--- config.mk ---
export PLATFORM = sky130hd
export DESIGN_NAME = erm_fifo
export DESIGN_NICKNAME = d
export VERILOG_FILES = /design/src/hw/rtl/erm_pkg.sv /design/src/hw/rtl/erm_fifo.sv
export SDC_FILE = /design/constraint.sdc
export NUM_CORES = 1
export LEC_CHECK = 0
export BUFFER_PORTS_ARGS = -buffer_cell sky130_fd_sc_hd__buf_4
export CAP_MARGIN = 20
export CELL_PAD_IN_SITES_DETAIL_PLACEMENT = 0
export CELL_PAD_IN_SITES_GLOBAL_PLACEMENT = 1
export CORE_MARGIN = 8
export CORE_UTILIZATION = 50
export DETAILED_ROUTE_END_ITERATION = 7
export GPL_ROUTABILITY_DRIVEN = 0
export PLACE_DENSITY = 0.76
export SLEW_MARGIN = 0
export SYNTH_ARGS = -nofsm -noshare
export SYNTH_HDL_FRONTEND = slang
export SYNTH_SLANG_ARGS = --single-unit
--- constraint.sdc ---
create_clock -name clk -period 5.02 [get_ports clk]
set_input_delay 0.502 -clock clk [delete_from_list [all_inputs] [get_ports clk]]
set_output_delay 0.502 -clock clk [all_outputs]
set_load 0.02 [all_outputs]
--- src/hw/rtl/erm_pkg.sv ---
// ----------------------------------------------------------------------------
// erm_pkg: shared constants, types and functions
// fixed-point constants, atan table and queue item types for the rotation block
// ----------------------------------------------------------------------------
`default_nettype none

package erm_pkg;

	localparam int TRIG_STAGES = 16;   // cordic rotation stages, 8..24
	localparam int ANG_W       = 16;   // input angle, Q4.12
	localparam int ENT_W       = 16;   // sine, cosine and matrix entries, Q2.14
	localparam int RAW_W       = 35;   // angle in Q.30 before folding
	localparam int CW          = 34;   // cordic datapath word
	localparam int PW          = 30;   // Q.28 partial products of two entries
	localparam int QW          = 45;   // Q.42 matrix sums
	localparam int MIDQ_DEPTH  = 4;
	localparam int MIDQ_AW     = $clog2(MIDQ_DEPTH);
	localparam int OUTQ_DEPTH  = 2;
	localparam int NVALID      = TRIG_STAGES + 4;

	localparam logic signed [RAW_W-1:0] PI_Q30      = 35'sd3373259426;
	localparam logic signed [RAW_W-1:0] TWO_PI_Q30  = 35'sd6746518852;
	localparam logic signed [RAW_W-1:0] HALF_PI_Q30 = 35'sd1686629713;
	localparam logic signed [CW-1:0]    GAIN_Q30    = 34'sd652032874;
	localparam logic signed [QW-1:0]    ONE_Q14     = 45'sd16384;

	typedef struct packed {
		logic signed [CW-1:0] ax;
		logic signed [CW-1:0] ay;
		logic signed [CW-1:0] az;
		logic                 nx;
		logic                 ny;
		logic                 nz;
	} erm_item_t;

	typedef struct packed {
		logic signed [ENT_W-1:0] e00;
		logic signed [ENT_W-1:0] e01;
		logic signed [ENT_W-1:0] e02;
		logic signed [ENT_W-1:0] e10;
		logic signed [ENT_W-1:0] e11;
		logic signed [ENT_W-1:0] e12;
		logic signed [ENT_W-1:0] e20;
		logic signed [ENT_W-1:0] e21;
		logic signed [ENT_W-1:0] e22;
	} erm_mat_t;

	// truncated atan(2^-i) in Q.30
	function automatic logic signed [CW-1:0] atan_q30(input logic [4:0] i);
		logic signed [CW-1:0] r;
		begin
			case (i)
				5'd0:  r = 34'sh3243F6A8;
				5'd1:  r = 34'sh1DAC6705;
				5'd2:  r = 34'sh0FADBAFC;
				5'd3:  r = 34'sh07F56EA6;
				5'd4:  r = 34'sh03FEAB76;
				5'd5:  r = 34'sh01FFD55B;
				5'd6:  r = 34'sh00FFFAAA;
				5'd7:  r = 34'sh007FFF55;
				5'd8:  r = 34'sh003FFFEA;
				5'd9:  r = 34'sh001FFFFD;
				5'd10: r = 34'sh000FFFFF;
				5'd11: r = 34'sh0007FFFF;
				5'd12: r = 34'sh0003FFFF;
				5'd13: r = 34'sh0001FFFF;
				5'd14: r = 34'sh0000FFFF;
				5'd15: r = 34'sh00007FFF;
				5'd16: r = 34'sh00003FFF;
				5'd17: r = 34'sh00001FFF;
				5'd18: r = 34'sh00000FFF;
				5'd19: r = 34'sh000007FF;
				5'd20: r = 34'sh000003FF;
				5'd21: r = 34'sh000001FF;
				5'd22: r = 34'sh000000FF;
				5'd23: r = 34'sh0000007F;
				default: r = '0;
			endcase
			return r;
		end
	endfunction

	// clamp to plus or minus one in Q2.14
	function automatic logic signed [ENT_W-1:0] sat_one(input logic signed [QW-1:0] v);
		logic signed [ENT_W-1:0] r;
		begin
			if (v > ONE_Q14)
				r = ENT_W'(ONE_Q14);
			else if (v < -ONE_Q14)
				r = ENT_W'(-ONE_Q14);
			else
				r = v[ENT_W-1:0];
			return r;
		end
	endfunction

	// round Q.42 to Q.14, then clamp
	function automatic logic signed [ENT_W-1:0] finish(input logic signed [QW-1:0] v);
		logic signed [QW-1:0] t;
		begin
			t = (v + (QW'(1) <<< 27)) >>> 28;
			return sat_one(t);
		end
	endfunction

endpackage

`default_nettype wire

--- src/hw/rtl/erm_fifo.sv ---
// ----------------------------------------------------------------------------
// erm_fifo: queue between front and back
// small first-in first-out buffer of folded angle items
// ----------------------------------------------------------------------------
`default_nettype none

module erm_fifo import erm_pkg::*; (
	input  wire logic      clk,
	input  wire logic      arst_n,
	input  wire logic      wr,
	input  wire erm_item_t wdata,
	output logic           full,
	input  wire logic      rd,
	output erm_item_t      rdata,
	output logic           empty
);

	erm_item_t            mem_q [MIDQ_DEPTH];
	logic [MIDQ_AW-1:0]   wp_q;
	logic [MIDQ_AW-1:0]   rp_q;
	logic [MIDQ_AW:0]     cnt_q;
	logic                 do_wr;
	logic                 do_rd;

	assign full  = (cnt_q == (MIDQ_AW+1)'(MIDQ_DEPTH));
	assign empty = (cnt_q == '0);
	assign do_wr = wr && !full;
	assign do_rd = rd && !empty;
	assign rdata = mem_q[rp_q];

	always_ff @(posedge clk) begin
		if (do_wr)
			mem_q[wp_q] <= wdata;
	end

	always_ff @(posedge clk or negedge arst_n) begin
		if (!arst_n) begin
			wp_q  <= '0;
			rp_q  <= '0;
			cnt_q <= '0;
		end else begin
			if (do_wr)
				wp_q <= wp_q + 1'b1;
			if (do_rd)
				rp_q <= rp_q + 1'b1;
			if (do_wr && !do_rd)
				cnt_q <= cnt_q + 1'b1;
			else if (do_rd && !do_wr)
				cnt_q <= cnt_q - 1'b1;
		end
	end

endmodule

`default_nettype wire

# == Yosys cells after proc, flatten, opt, wreduce, memory -nomap -nowiden ==
# Memory sizes are Yosys's and may differ from the RTL's.
# Cells that the tools add are included.
# classes
addsub,4
eq_ne,1
mux,4
reduce_logical,10
# op_table
op,n
3-bit two-way mux,2
2-bit by 1-bit adder with 2-bit output (second input constant),2
1-bit logical AND,4
1-bit logical NOT,4
3-bit by 1-bit adder with 3-bit output (second input constant),1
3-bit equality test (second input constant),1
3-bit logical NOT,1
3-bit by 1-bit subtractor with 3-bit output (second input constant),1
1-bit two-way mux,2
2-bit nonzero test,1
# totals
ff_bits,7
ram_bits,420
inputBits,109
output_inout_bits,107
wordCells,23
mem_count,1
# mem_list
memory,depth,width,read_ports,rd_ports_with_merged_regs,write_ports,line_no,source
mem_q,4,105,1,0,1,erm_fifo.sv:18,erm_item_t mem_q [MIDQ_DEPTH];

# == Depth between registers and ports, before layout ==
# logic_depth
word_depth,7
ltp_mapped,9
mapped_depth_nobuf,8

# == Worst setup path before layout ==
# No wires, ideal clock.
# synth_timing
path_kind,reg2reg
from,reg cnt_q[2]
to,mem mem_q[0][0] (netlist name) (enable)
setup_ns,0.476
t_arrival_ns,3.283
t_required_ns,4.544
slack_ns,1.261
stages_incl_launch_ff,5
path_buffers,1
synth_period_minus_slack_ns,3.759
path_cell_list,dfrtp_1 nor3b_2 nor2b_1 buf_2 and2_1
# synth_via
elab_chain_cells,5
# synth_lines
element,line_no,source
"start, declared",erm_fifo.sv:21,logic [MIDQ_AW:0] cnt_q;
"start signal, assigned",erm_fifo.sv:47,cnt_q <= cnt_q + 1'b1;
"start signal, assigned",erm_fifo.sv:49,cnt_q <= cnt_q - 1'b1;
3-bit equality test,erm_fifo.sv:25,assign full = (cnt_q == (MIDQ_AW+1)'(MIDQ_DEPTH));
via full,erm_fifo.sv:12,"output logic full,"
1-bit logical NOT,erm_fifo.sv:27,assign do_wr = wr && !full;
1-bit logical AND,erm_fifo.sv:27,
via do_wr,erm_fifo.sv:22,logic do_wr;
1-bit two-way mux,erm_fifo.sv:32,if (do_wr)
1-bit two-way mux (not written as such),erm_fifo.sv:33,mem_q[wp_q] <= wdata;
"end, declared",erm_fifo.sv:18,
# The timed path passes the listed nets, and every way through them passes these cells.

==> flow_summary.ini <==
[synth]
synthMuxAreaShare_pct = 15.36
synth_area_mm2 = 0.01554
yosys.area_share.xor_xnor_pct = 0.3381
synth_compound_gate_area_share_pct = 0
synth-seq-cells = 427
synth_area_per_cell_um2 = 26.57
synth_adder_area_share_pct = 0.5313
synthDistinctLibCells = 22
synth_top_family_by_area = multiplexers
synth_simple_gate_area_share_pct = 0.4025
synthesis.instances = 585
synthesis.nets = 700
yosysSeqAreaShare_pct = 82.27
ys_warn_count = 0

[pwr]
totalPowerFinal_mw = 11.99
cellPowerDensity_mw_per_mm2 = 629.9
power_leakage_nw = 6.512
worst_ir_drop_vdd_uv = 358.3

[timing]
timing.fmax_mhz = 296.5
rsz_0062_raised_after_global_routing = no
finalCritPeriodShare_pct = 67.18
worst_slew_margin_rel_pct = 40.38
final_setup_violating_endpoints = 0
timing.clock.skew_ns = 0.01771
worst-slew-pin-transition_ns = 0.8943
finalHoldViolCount = 0
final-max-slew-violation-count = 0
final.setup.tns_ns = 0
finalCriticalPeriod_ns = 3.373

[floorplan]
ios = 216
core.rowCount = 64
effective_utilization_at_floorplan_pct = 50.81
die_area_mm2 = 0.03699
die-width_um = 192.3
dieHeight_um = 192.3
core_area_mm2 = 0.03059

[layout]
layout.cells.non_filler = 1265
mostFrequentLayoutCell = sky130_fd_sc_hd__edfxtp_1
regArea_mm2 = 0.01279
finalNetCount = 949
final_core_utilization_pct = 62.25
layout_filler_cell_count = 2114
flow.area_growth_from_synthesis_pct = 22.51
multiInputGateArea_mm2 = 0.002595
layout_cells_sized_above_1_pct = 45.85
top_library_cells_by_usage_in_the_layout_fill_and_taps_aside = 420 x sky130_fd_sc_hd__edfxtp_1, 225 x sky130_fd_sc_hd__buf_4, 105 x sky130_fd_sc_hd__mux4_2

[drt]
avgViaCountPerCell = 5.492
routedWlPerCell_um = 24.82
route.vias.total = 6947
drt_drc_violations_left = 0
detail-route-antenna-nets = 0
total_iterations_of_the_first_detailed_routing_run = 4
dr.first_iter.drc_count = 411
drt_wl_total_mm = 31.40

[clock_tree]
clockBufferDepth = 3
ctsRootBufferMaster = sky130_fd_sc_hd__clkbuf_16
worstSkewPairLatency_ns = 0.53
cts_tree = yes
clkSinkCount = 427
number_of_clock_buffers_inserted_by_tritoncts = 43
cts-htree-levels = 2
cts.clk_slew.worst_paths_ns = 0.06

[worst_hold_path]
min_delay_path_depth = 1
whs_endpoint = mem_q[3][43]$_DFFE_PP_
worstHoldStart = wdata[43]
hold_class = in2reg

[setup_path]
category_of_the_worst_setup_path_capture_point = output port
crit_required_ns = 4.52
r2r-end = mem_q[3][67]$_DFFE_PP_
critical_path_peak_fanout = 76
rr_startpoint = cnt_q[2]$_DFFE_PN0P_
cp_data_arrival_time_ns = 2.87
ff2ff_path_depth = 4
regToRegSetupSlack_ns = 2.19
setup.worst_path.start_class = flop
crit_type = reg2out

[global_route]
grt-ovfl-total = 0
track_usage_pct = 17.02
first_global_vias = 7796
antenna_found_initial = 3
grt_pass1_wl_mm = 47.02
grt_start_max_net_pins = 77

[placement]
io_buffer_count = 215
place_hpwl_mm = 20.07
place_inst = 1183

[job]
max-cap-violations = 0

[status]
status = complete, no violations
[critical path: stages, from the launching register on]
cell,delay [ns]
sky130_fd_sc_hd__dfrtp_4,0.86
sky130_fd_sc_hd__buf_12,0.60
sky130_fd_sc_hd__mux4_2,0.62
sky130_fd_sc_hd__buf_4,0.18
[worst max-delay path by stage]
stage | start | to | cells past startpoint
after floorplan | cnt_q[2]$_DFFE_PN0P_ | mem_q[0][0]$_DFFE_PP_ | 4
after detailed placement | wr | mem_q[0][3]$_DFFE_PP_ | 4
after global placement | wr | mem_q[2][68]$_DFFE_PP_ | 4
final | rp_q[0]$_DFFE_PN0P_ | rdata[30] | 3
after CTS | rp_q[0]$_DFFE_PN0P_ | rdata[97] | 3
after global routing | rp_q[0]$_DFFE_PN0P_ | rdata[97] | 3
[final cells by class]
type,count,area share [%]
sequential,427,67.19
clock inverter,24,1.156
multi-input combinational,129,13.63
timing repair buffer,229,9.278
tap,396,2.602
clock buffer,55,6.052
inverter,4,0.07885
antenna,1,0.01314
[through the flow]
| step | instance area, um^2 | setup slack (ns) | hold WS [ns] |
|---|---|---|---|
| final | 19040 | 1.647 | 0.1730 |
| after global routing | 19040 | 1.410 | 0.1492 |
| after CTS | 19020 | 1.526 | 0.1510 |
| after detailed placement | 17640 | 2.035 | 0.3254 |
| after global placement | 17610 | 2.102 | 0.3238 |
| after floorplan | 15540 | 1.261 | 0.2064 |
[report_power, final]
| part | leakage [nW] | internal (mW) | switching (mW) |
|---|---|---|---|
| Combinational | 1.91 | 1.76 | 2.15 |
| Clock | 0.671 | 1.83 | 1.23 |
| Sequential | 3.93 | 4.71 | 0.306 |
| Total | 6.51 | 8.30 | 3.69 |
[cells by family (layout without fill, tap and decap cells)]
| family | count (synthesis) | in the layout |
|---|---|---|
| simple gates | 10 | 10 |
| mux | 107 | 107 |
| buf+inv | 29 | 312 |
| other cells | 0 | 1 |
| fa+ha+maj | 6 | 6 |
| flops | 427 | 427 |
| xor+xnor | 6 | 6 |
[registers in the layout, summed over array words and instances (netlist names)]
signal  flops
rp_q        2
wp_q        2
mem_q     420
cnt_q       3
[what timing repair did]
action,CTS,global route
resized for setup,0,0
hold endpoints to repair,7,0
buffers inserted,0,0
hold buffers,1,0
[cells in the mapped netlist]
library cell | number | share of area [%]
sky130_fd_sc_hd__mux4_2 | 105 | 15
sky130_fd_sc_hd__nand3_1 | 1 | 0.032
sky130_fd_sc_hd__dfrtp_1 | 7 | 1.1
sky130_fd_sc_hd__mux2_2 | 1 | 0.072
sky130_fd_sc_hd__nor3b_2 | 1 | 0.080
sky130_fd_sc_hd__xor2_1 | 2 | 0.11
sky130_fd_sc_hd__ha_1 | 5 | 0.40
sky130_fd_sc_hd__xnor2_1 | 4 | 0.23
sky130_fd_sc_hd__fa_1 | 1 | 0.13
sky130_fd_sc_hd__inv_1 | 4 | 0.097
sky130_fd_sc_hd__buf_6 | 4 | 0.29
sky130_fd_sc_hd__buf_8 | 1 | 0.097
sky130_fd_sc_hd__buf_2 | 14 | 0.45
sky130_fd_sc_hd__mux2_1 | 1 | 0.072
sky130_fd_sc_hd__buf_4 | 1 | 0.048
sky130_fd_sc_hd__nor2b_1 | 1 | 0.040
sky130_fd_sc_hd__nor2_1 | 1 | 0.024
sky130_fd_sc_hd__nand2_1 | 1 | 0.024
sky130_fd_sc_hd__edfxtp_1 | 420 | 81
sky130_fd_sc_hd__and2_1 | 4 | 0.16
sky130_fd_sc_hd__or3_1 | 1 | 0.040
sky130_fd_sc_hd__clkbuf_1 | 5 | 0.12
[metal layers]
metal,wire length (um),vias to the layer above,track usage [%]
met5,23,-,0
met4,584,4,5.112
met3,2350,47,4.879
met2,16070,214,28.58
met1,12360,3657,21.36
li1,-,3025,-
(Power assumes the default switching activity.)
