### src/hw/rtl/erm_pkg.sv
// ----------------------------------------------------------------------------
// erm_pkg: shared constants, types and functions
// fixed-point constants, atan table and queue item types for the rotation block
// ----------------------------------------------------------------------------
`default_nettype none

package erm_pkg;

	localparam int TRIG_STAGES = 16;   // cordic rotation stages, 8..24
	localparam int ANG_W       = 16;   // input angle, Q4.12
	localparam int ENT_W       = 16;   // sine, cosine and matrix entries, Q2.14
	localparam int RAW_W       = 35;   // angle in Q.30 before folding
	localparam int CW          = 34;   // cordic datapath word
	localparam int PW          = 30;   // Q.28 partial products of two entries
	localparam int QW          = 45;   // Q.42 matrix sums
	localparam int MIDQ_DEPTH  = 4;
	localparam int MIDQ_AW     = $clog2(MIDQ_DEPTH);
	localparam int OUTQ_DEPTH  = 2;
	localparam int NVALID      = TRIG_STAGES + 4;

	localparam logic signed [RAW_W-1:0] PI_Q30      = 35'sd3373259426;
	localparam logic signed [RAW_W-1:0] TWO_PI_Q30  = 35'sd6746518852;
	localparam logic signed [RAW_W-1:0] HALF_PI_Q30 = 35'sd1686629713;
	localparam logic signed [CW-1:0]    GAIN_Q30    = 34'sd652032874;
	localparam logic signed [QW-1:0]    ONE_Q14     = 45'sd16384;

	typedef struct packed {
		logic signed [CW-1:0] ax;
		logic signed [CW-1:0] ay;
		logic signed [CW-1:0] az;
		logic                 nx;
		logic                 ny;
		logic                 nz;
	} erm_item_t;

	typedef struct packed {
		logic signed [ENT_W-1:0] e00;
		logic signed [ENT_W-1:0] e01;
		logic signed [ENT_W-1:0] e02;
		logic signed [ENT_W-1:0] e10;
		logic signed [ENT_W-1:0] e11;
		logic signed [ENT_W-1:0] e12;
		logic signed [ENT_W-1:0] e20;
		logic signed [ENT_W-1:0] e21;
		logic signed [ENT_W-1:0] e22;
	} erm_mat_t;

	// truncated atan(2^-i) in Q.30
	function automatic logic signed [CW-1:0] atan_q30(input logic [4:0] i);
		logic signed [CW-1:0] r;
		begin
			case (i)
				5'd0:  r = 34'sh3243F6A8;
				5'd1:  r = 34'sh1DAC6705;
				5'd2:  r = 34'sh0FADBAFC;
				5'd3:  r = 34'sh07F56EA6;
				5'd4:  r = 34'sh03FEAB76;
				5'd5:  r = 34'sh01FFD55B;
				5'd6:  r = 34'sh00FFFAAA;
				5'd7:  r = 34'sh007FFF55;
				5'd8:  r = 34'sh003FFFEA;
				5'd9:  r = 34'sh001FFFFD;
				5'd10: r = 34'sh000FFFFF;
				5'd11: r = 34'sh0007FFFF;
				5'd12: r = 34'sh0003FFFF;
				5'd13: r = 34'sh0001FFFF;
				5'd14: r = 34'sh0000FFFF;
				5'd15: r = 34'sh00007FFF;
				5'd16: r = 34'sh00003FFF;
				5'd17: r = 34'sh00001FFF;
				5'd18: r = 34'sh00000FFF;
				5'd19: r = 34'sh000007FF;
				5'd20: r = 34'sh000003FF;
				5'd21: r = 34'sh000001FF;
				5'd22: r = 34'sh000000FF;
				5'd23: r = 34'sh0000007F;
				default: r = '0;
			endcase
			return r;
		end
	endfunction

	// clamp to plus or minus one in Q2.14
	function automatic logic signed [ENT_W-1:0] sat_one(input logic signed [QW-1:0] v);
		logic signed [ENT_W-1:0] r;
		begin
			if (v > ONE_Q14)
				r = ENT_W'(ONE_Q14);
			else if (v < -ONE_Q14)
				r = ENT_W'(-ONE_Q14);
			else
				r = v[ENT_W-1:0];
			return r;
		end
	endfunction

	// round Q.42 to Q.14, then clamp
	function automatic logic signed [ENT_W-1:0] finish(input logic signed [QW-1:0] v);
		logic signed [QW-1:0] t;
		begin
			t = (v + (QW'(1) <<< 27)) >>> 28;
			return sat_one(t);
		end
	endfunction

endpackage

`default_nettype wire

### src/hw/rtl/erm_front.sv
// ----------------------------------------------------------------------------
// erm_front: angle intake and range folding
// wraps each angle into [-pi, pi], then folds into [-pi/2, pi/2] with a cosine flip
// ----------------------------------------------------------------------------
`default_nettype none

module erm_front import erm_pkg::*; (
	input  wire logic                    clk,
	input  wire logic                    arst_n,
	input  wire logic                    push,
	output logic                         full,
	input  wire logic signed [ANG_W-1:0] angle_x,
	input  wire logic signed [ANG_W-1:0] angle_y,
	input  wire logic signed [ANG_W-1:0] angle_z,
	input  wire logic                    q_full,
	output logic                         q_push,
	output erm_item_t                    q_data
);

	logic                    adv;
	logic                    take;
	logic                    v_s1;
	logic                    v_s2;
	logic signed [ANG_W-1:0] ang [3];
	logic signed [RAW_W-1:0] wrap_d [3];
	logic signed [RAW_W-1:0] wrap_s1 [3];
	logic signed [CW-1:0]    fold_d [3];
	logic                    neg_d [3];
	logic signed [CW-1:0]    fold_s2 [3];
	logic                    neg_s2 [3];

	assign adv  = !(v_s2 && q_full);
	assign full = !adv;
	assign take = push && adv;

	assign ang[0] = angle_x;
	assign ang[1] = angle_y;
	assign ang[2] = angle_z;

	always_comb begin
		logic signed [RAW_W-1:0] a;
		for (int l = 0; l < 3; l++) begin
			a = RAW_W'($signed({ang[l], 18'b0}));
			if (a > PI_Q30)
				wrap_d[l] = a - TWO_PI_Q30;
			else if (a < -PI_Q30)
				wrap_d[l] = a + TWO_PI_Q30;
			else
				wrap_d[l] = a;
		end
	end

	always_comb begin
		logic signed [RAW_W-1:0] w;
		for (int l = 0; l < 3; l++) begin
			w = wrap_s1[l];
			if (w > HALF_PI_Q30) begin
				fold_d[l] = CW'(PI_Q30 - w);
				neg_d[l]  = 1'b1;
			end else if (w < -HALF_PI_Q30) begin
				fold_d[l] = CW'(-PI_Q30 - w);
				neg_d[l]  = 1'b1;
			end else begin
				fold_d[l] = CW'(w);
				neg_d[l]  = 1'b0;
			end
		end
	end

	always_ff @(posedge clk or negedge arst_n) begin
		if (!arst_n) begin
			v_s1 <= 1'b0;
			v_s2 <= 1'b0;
		end else if (adv) begin
			v_s1 <= take;
			v_s2 <= v_s1;
		end
	end

	always_ff @(posedge clk) begin
		if (adv) begin
			for (int l = 0; l < 3; l++) begin
				wrap_s1[l] <= wrap_d[l];
				fold_s2[l] <= fold_d[l];
				neg_s2[l]  <= neg_d[l];
			end
		end
	end

	assign q_push    = v_s2 && !q_full;
	assign q_data.ax = fold_s2[0];
	assign q_data.ay = fold_s2[1];
	assign q_data.az = fold_s2[2];
	assign q_data.nx = neg_s2[0];
	assign q_data.ny = neg_s2[1];
	assign q_data.nz = neg_s2[2];

endmodule

`default_nettype wire

### config.mk
export PLATFORM = sky130hd
export DESIGN_NAME = erm_front
export DESIGN_NICKNAME = d
export VERILOG_FILES = /design/src/hw/rtl/erm_pkg.sv /design/src/hw/rtl/erm_front.sv
export SDC_FILE = /design/constraint.sdc
export NUM_CORES = 1
export LEC_CHECK = 0
export BUFFER_PORTS_ARGS = -buffer_cell sky130_fd_sc_hd__clkbuf_2
export CAP_MARGIN = 20
export CORE_MARGIN = 3
export CORE_UTILIZATION = 50
export CTS_BUF_LIST = sky130_fd_sc_hd__clkbuf_4
export DETAILED_ROUTE_END_ITERATION = 6
export HOLD_SLACK_MARGIN = 0.05
export PLACE_DENSITY = 0.74
export SYNTH_ARGS = -nofsm -noshare
export SYNTH_HDL_FRONTEND = slang
export SYNTH_SLANG_ARGS = --single-unit
### constraint.sdc
create_clock -name clk -period 4.8 [get_ports clk]
set_input_delay 0.96 -clock clk [delete_from_list [all_inputs] [get_ports clk]]
set_output_delay 0.96 -clock clk [all_outputs]
set_load 0.02 [all_outputs]
## After elaboration in Yosys (flattened, before gate mapping)

Memory sizes are Yosys's and may differ from the RTL's.
Index checks and enable logic that the tools add are counted.

| storage, ports and cells | value |
|---|---|
| ROM bits | 0 |
| logic and storage cells | 53 |
| memories kept | 3 |
| bits in writable memories | 210 |
| latch bits | 0 |
| bits in registers | 2 |
| input port bits | 52 |
| output and inout port bits | 107 |

Memory list:

| name | words | width | read ports | clocked after Yosys merged registers in | write ports | RTL line | source |
|---|---|---|---|---|---|---|---|
| wrap_s1 | 3 | 35 | 3 | 0 | 3 | erm_front.sv:26 | `logic signed [RAW_W-1:0] wrap_s1 [3];` |
| fold_s2 | 3 | 34 | 3 | 0 | 3 | erm_front.sv:29 | `logic signed [CW-1:0] fold_s2 [3];` |
| neg_s2 | 3 | 1 | 3 | 0 | 3 | erm_front.sv:30 | `logic neg_s2 [3];` |

| operators by class | value |
|---|---|
| $add $sub $neg | 12 |
| order comparisons | 12 |
| divide/modulo/power cells | 0 |
| shift operators | 0 |
| $mul | 0 |
| reductions and logical operators | 5 |
| equal/unequal tests | 0 |
| multiplexer cells | 19 |
| bitwise gates (word level) | 0 |

Operators with widths:

| cell | count |
|---|---|
| 35-bit two-way mux | 6 |
| 34-bit two-way mux | 6 |
| 33-bit by 34-bit subtractor with 34-bit output (first input constant) | 6 |
| 34-bit by 34-bit adder with 35-bit output (second input constant) | 3 |
| 35-bit by 32-bit > comparator with 1-bit output (second input constant) | 3 |
| 35-bit by 32-bit < comparator with 1-bit output (second input constant) | 3 |
| 34-bit by 34-bit subtractor with 35-bit output (second input constant) | 3 |
| 34-bit by 33-bit > comparator with 1-bit output (second input constant) | 3 |
| 34-bit by 33-bit < comparator with 1-bit output (second input constant) | 3 |
| 1-bit two-way mux | 7 |
| 1-bit logical AND | 3 |
| 1-bit zero test | 2 |

## Depth between registers and ports, before layout

| logic depth | value |
|---|---|
| depth in word-level cells | 3 |
| depth in mapped cells | 11 |
| mapped depth without buffers | 9 |

## Least setup slack after synthesis

No wires, ideal clock.

| path | value |
|---|---|
| path type | input port to output port |
| from | input q_full |
| to | output full |
| path slack | -862 ps |
| arrival | 4702 ps |
| data required time | 3840 ps |
| stages on the path | 2 |
| path buffers | 0 |
| cell sequence | nand2_1 > inv_1 |

| on the way | value |
|---|---|
| longest elaborated chain between the ends | 1 |

Ends and longest elaborated chain:

| item | RTL line | source |
|---|---|---|
| from (decl) | erm_front.sv:15 | `input wire logic q_full,` |
| 1-bit logical AND | erm_front.sv:32 | `assign adv = !(v_s2 && q_full);` |
| to (decl) | erm_front.sv:11 | `output logic full,` |

Every way passes these cells.

==> results.md <==
- Status: finished, final reports clean
- Final setup viols: 0
- 1st-pass router iterations: 5
- Placer Congestion: 0.9200
- Avg Vias per Cell: 5.954
- Prevailing post-synth register cell: edfxtp_1
- Layout cells sized above 1: 0.1977
- CP max-delay cell: a41oi_1
- Vias in the first global route: 7250
- Clk slew on worst S/H paths: 120 ps
- Minimum clock period: 3122 ps
- Layout fillers: 1755
- RSZ-0062 raised after global routing: no
- Max incr delay on CP: 870 ps
- Top-count cell post-synth: edfxtp_1
- Largest net degree at the start of global routing: 82
- Post-synth EDFFs: 143
- All-Layer GR Usage: 0.1961
- Critical Path RT: 5110 ps
- DR iter-0 viols: 809
- Routed Antenna Nets: 0
- Crit path DAT: 3430 ps
- Top Family by Delay on Critical Path: compound AO/OA/AOI/OAI gates
- Finished Layout Cells: 1399
- Leak: 0.004290 uW
- Setup CP Type: flip-flop to flip-flop
- Number of distinct library cells after synthesis: 91
- Hold Crit Class: input port to async pin
- Top-area cell type share of the netlist area: 0.4182
- Final Hold Viols: 0
- Slew headroom: 0.2664
- Worst setup path startpoint: wrap_s1[0][84]
- Sink Count: 145
- Initial antenna violation count: 1
- Clk root buf: clkbuf_4
- Remaining global-route overflow: 0
- Top post-synthesis cells by count: edfxtp_1 (143), nand2_1 (77), a21oi_1 (70)
- Maximum vdd drop: 0.1294 mV
- CTS buffer count: 17
- Power Dens Cells: 372.0 mW/mm^2
- Mapped Cells: 1053
- I/O pin count: 159
- Final layout net count: 1217
- Async S/R FF share, synth: 0.01379
- Total Routed Length: 22460 um
- Synth area leaders: edfxtp_1 (42%), ha_1 (5.5%), xnor2_1 (5.1%)
- Startpoint types: flip-flop
- Post-CTS Setup Repair Bufs: 0
- Synth area leader: edfxtp_1
- Reg2reg start: wrap_s1[0][84]
- Synth Register Bits: 145
- Area grow syn2layout: 8.190%
- Core ar.: 0.01985 sq mm
- Worst-Margin Slew: 1086 ps
- CTS Hold Bufs: 0
- Via count: 8330
- Mapped Area: 0.01027 sq mm
- Dpl cells: 1365
- CTS max path bufs: 2
- Row Count: 51
- Layout Skew: 29.90 ps
- Fmax: 320.3 MHz
- CTS tree: yes
- # H-tree levels: 4
- Design Area, Final: 0.01111 sq mm
- Die Ht: 149.3 um
- Post-DP Area: 0.01084 sq mm
- Setup TNS Final: 0 ps
- Top Layer Used: met4
- Initial Utilization: 0.5174
- Routed wl met2: 10880 um
- Power Total: 4132 uW
- Crit. End Element: flip-flop
- Buf+Inv Stages, Crit Path: 1
- Met1 wire length: 9712 um
- Post-CTS resize count: 0
- Max-slew violations: 0
- Routed WL per cell: 16.06 um
- Register area share after synthesis: 0.4231
- WL met3: 1447 um
- Yosys warnings: 0
- Port Buffer Count: 155
- Worst Hold Slack: 177.7 ps
- Worst-Skew Late Latency: 550 ps
- Crit path max fanout: 12
- Die Area: 0.02229 sq mm
- DRC: 0
- Max cap viols: 0
- Post-DP HPWL: 16480 um
- Crit-path cells: inv_1 > ha_1 > nor3b_1 > o31ai_1 > a41oi_1 > o21ai_0 > a22oi_1 > xor2_1
- First-pass GRT wire length: 35980 um
- Tcrit/Tclk final: 0.6505
- Avg Inst Size Synth: 9.751 sq um
- Die width: 149.3 um
## stage by stage
stage	util	worst slack [ps]
2_1_floorplan	-	695.1
3_3_place_gp	0.5461	1538
3_5_place_dp	0.5461	1436
4_1_cts	0.5592	1665
5_1_grt	0.5597	1401
6_report	0.5597	1678
## per-layer routing
metal / track usage / up-vias
li1: - / 4044
met1: 0.2661 / 3900
met2: 0.3245 / 347
met3: 0.03677 / 39
met4: 0.05263 / 0
met5: 0 / -
## sequential cells by signal, summed over array words and instances, names as in the netlist
| name | count |
|---|---|
| fold_s2 | 83 |
| v_s1 | 1 |
| wrap_s1 | 60 |
| v_s2 | 1 |
## kinds of logic (layout without fill, tap and decap cells)
kind of cell	count (synthesis)	after routing	share of synthesized area
compound gates	321	321	0.2228
xor+xnor	92	92	0.07848
fa+ha+maj	45	45	0.05484
buf+inv	156	234	0.07336
flops	145	145	0.4231
mux	8	8	0.008043
other cells	1	4	0.0003652
simple gates	285	285	0.1390
## area by class of cell
cell class | count | area, sq um | area share
antenna | 1 | 2.502 | 0.0002253
sequential | 145 | 4344 | 0.3911
timing repair buffer | 161 | 820.8 | 0.07389
multi-input combinational | 754 | 5194 | 0.4676
clock inverter | 13 | 118.9 | 0.01070
tap | 265 | 331.6 | 0.02985
clock buffer | 19 | 142.6 | 0.01284
inverter | 41 | 153.9 | 0.01385
## path summary, 6_finish.rpt
check,endpoint,slack (ps),cells after the start
max,fold_s2[0][99],1680,8
min,v_s2,180,1
max reg2reg,fold_s2[0][99],1680,8
min reg2reg,v_s2,480,1
max in group asynchronous,v_s1,4530,1
min in group clk,v_s2,480,1
## report_power, final
part           leakage, uW  internal [uW]  switching [uW]
Clock             0.000142            311             411
Combinational      0.00269            513             903
Sequential         0.00146           1750             244
Total              0.00429           2570            1560
## placed cells by master, fill, tap and decap left out, drive strengths merged, types with 5 or more instances in the layout
cell and n:
a21o 7, a31oi 29, and2 7, or3 8
o311ai 6, nor3 22, o21a 11, nand2 77
a311o 5, nor3b 5, o22ai 21, a32oi 14
o31ai 11, a211oi 10, xnor2 60, nand3 28
ha 45, clkbuf 174, xor2 32, o41ai 7
a21boi 9, nor4 9, edfxtp 143, a311oi 7
a21oi 74, inv 42, and3 13, buf 6
nand4 14, nand2b 12, nor2 66, o21ai 52
o21bai 10, clkinv 8, mux2i 6, o31a 5
No activity file was read; power rests on OpenSTA's default activity.
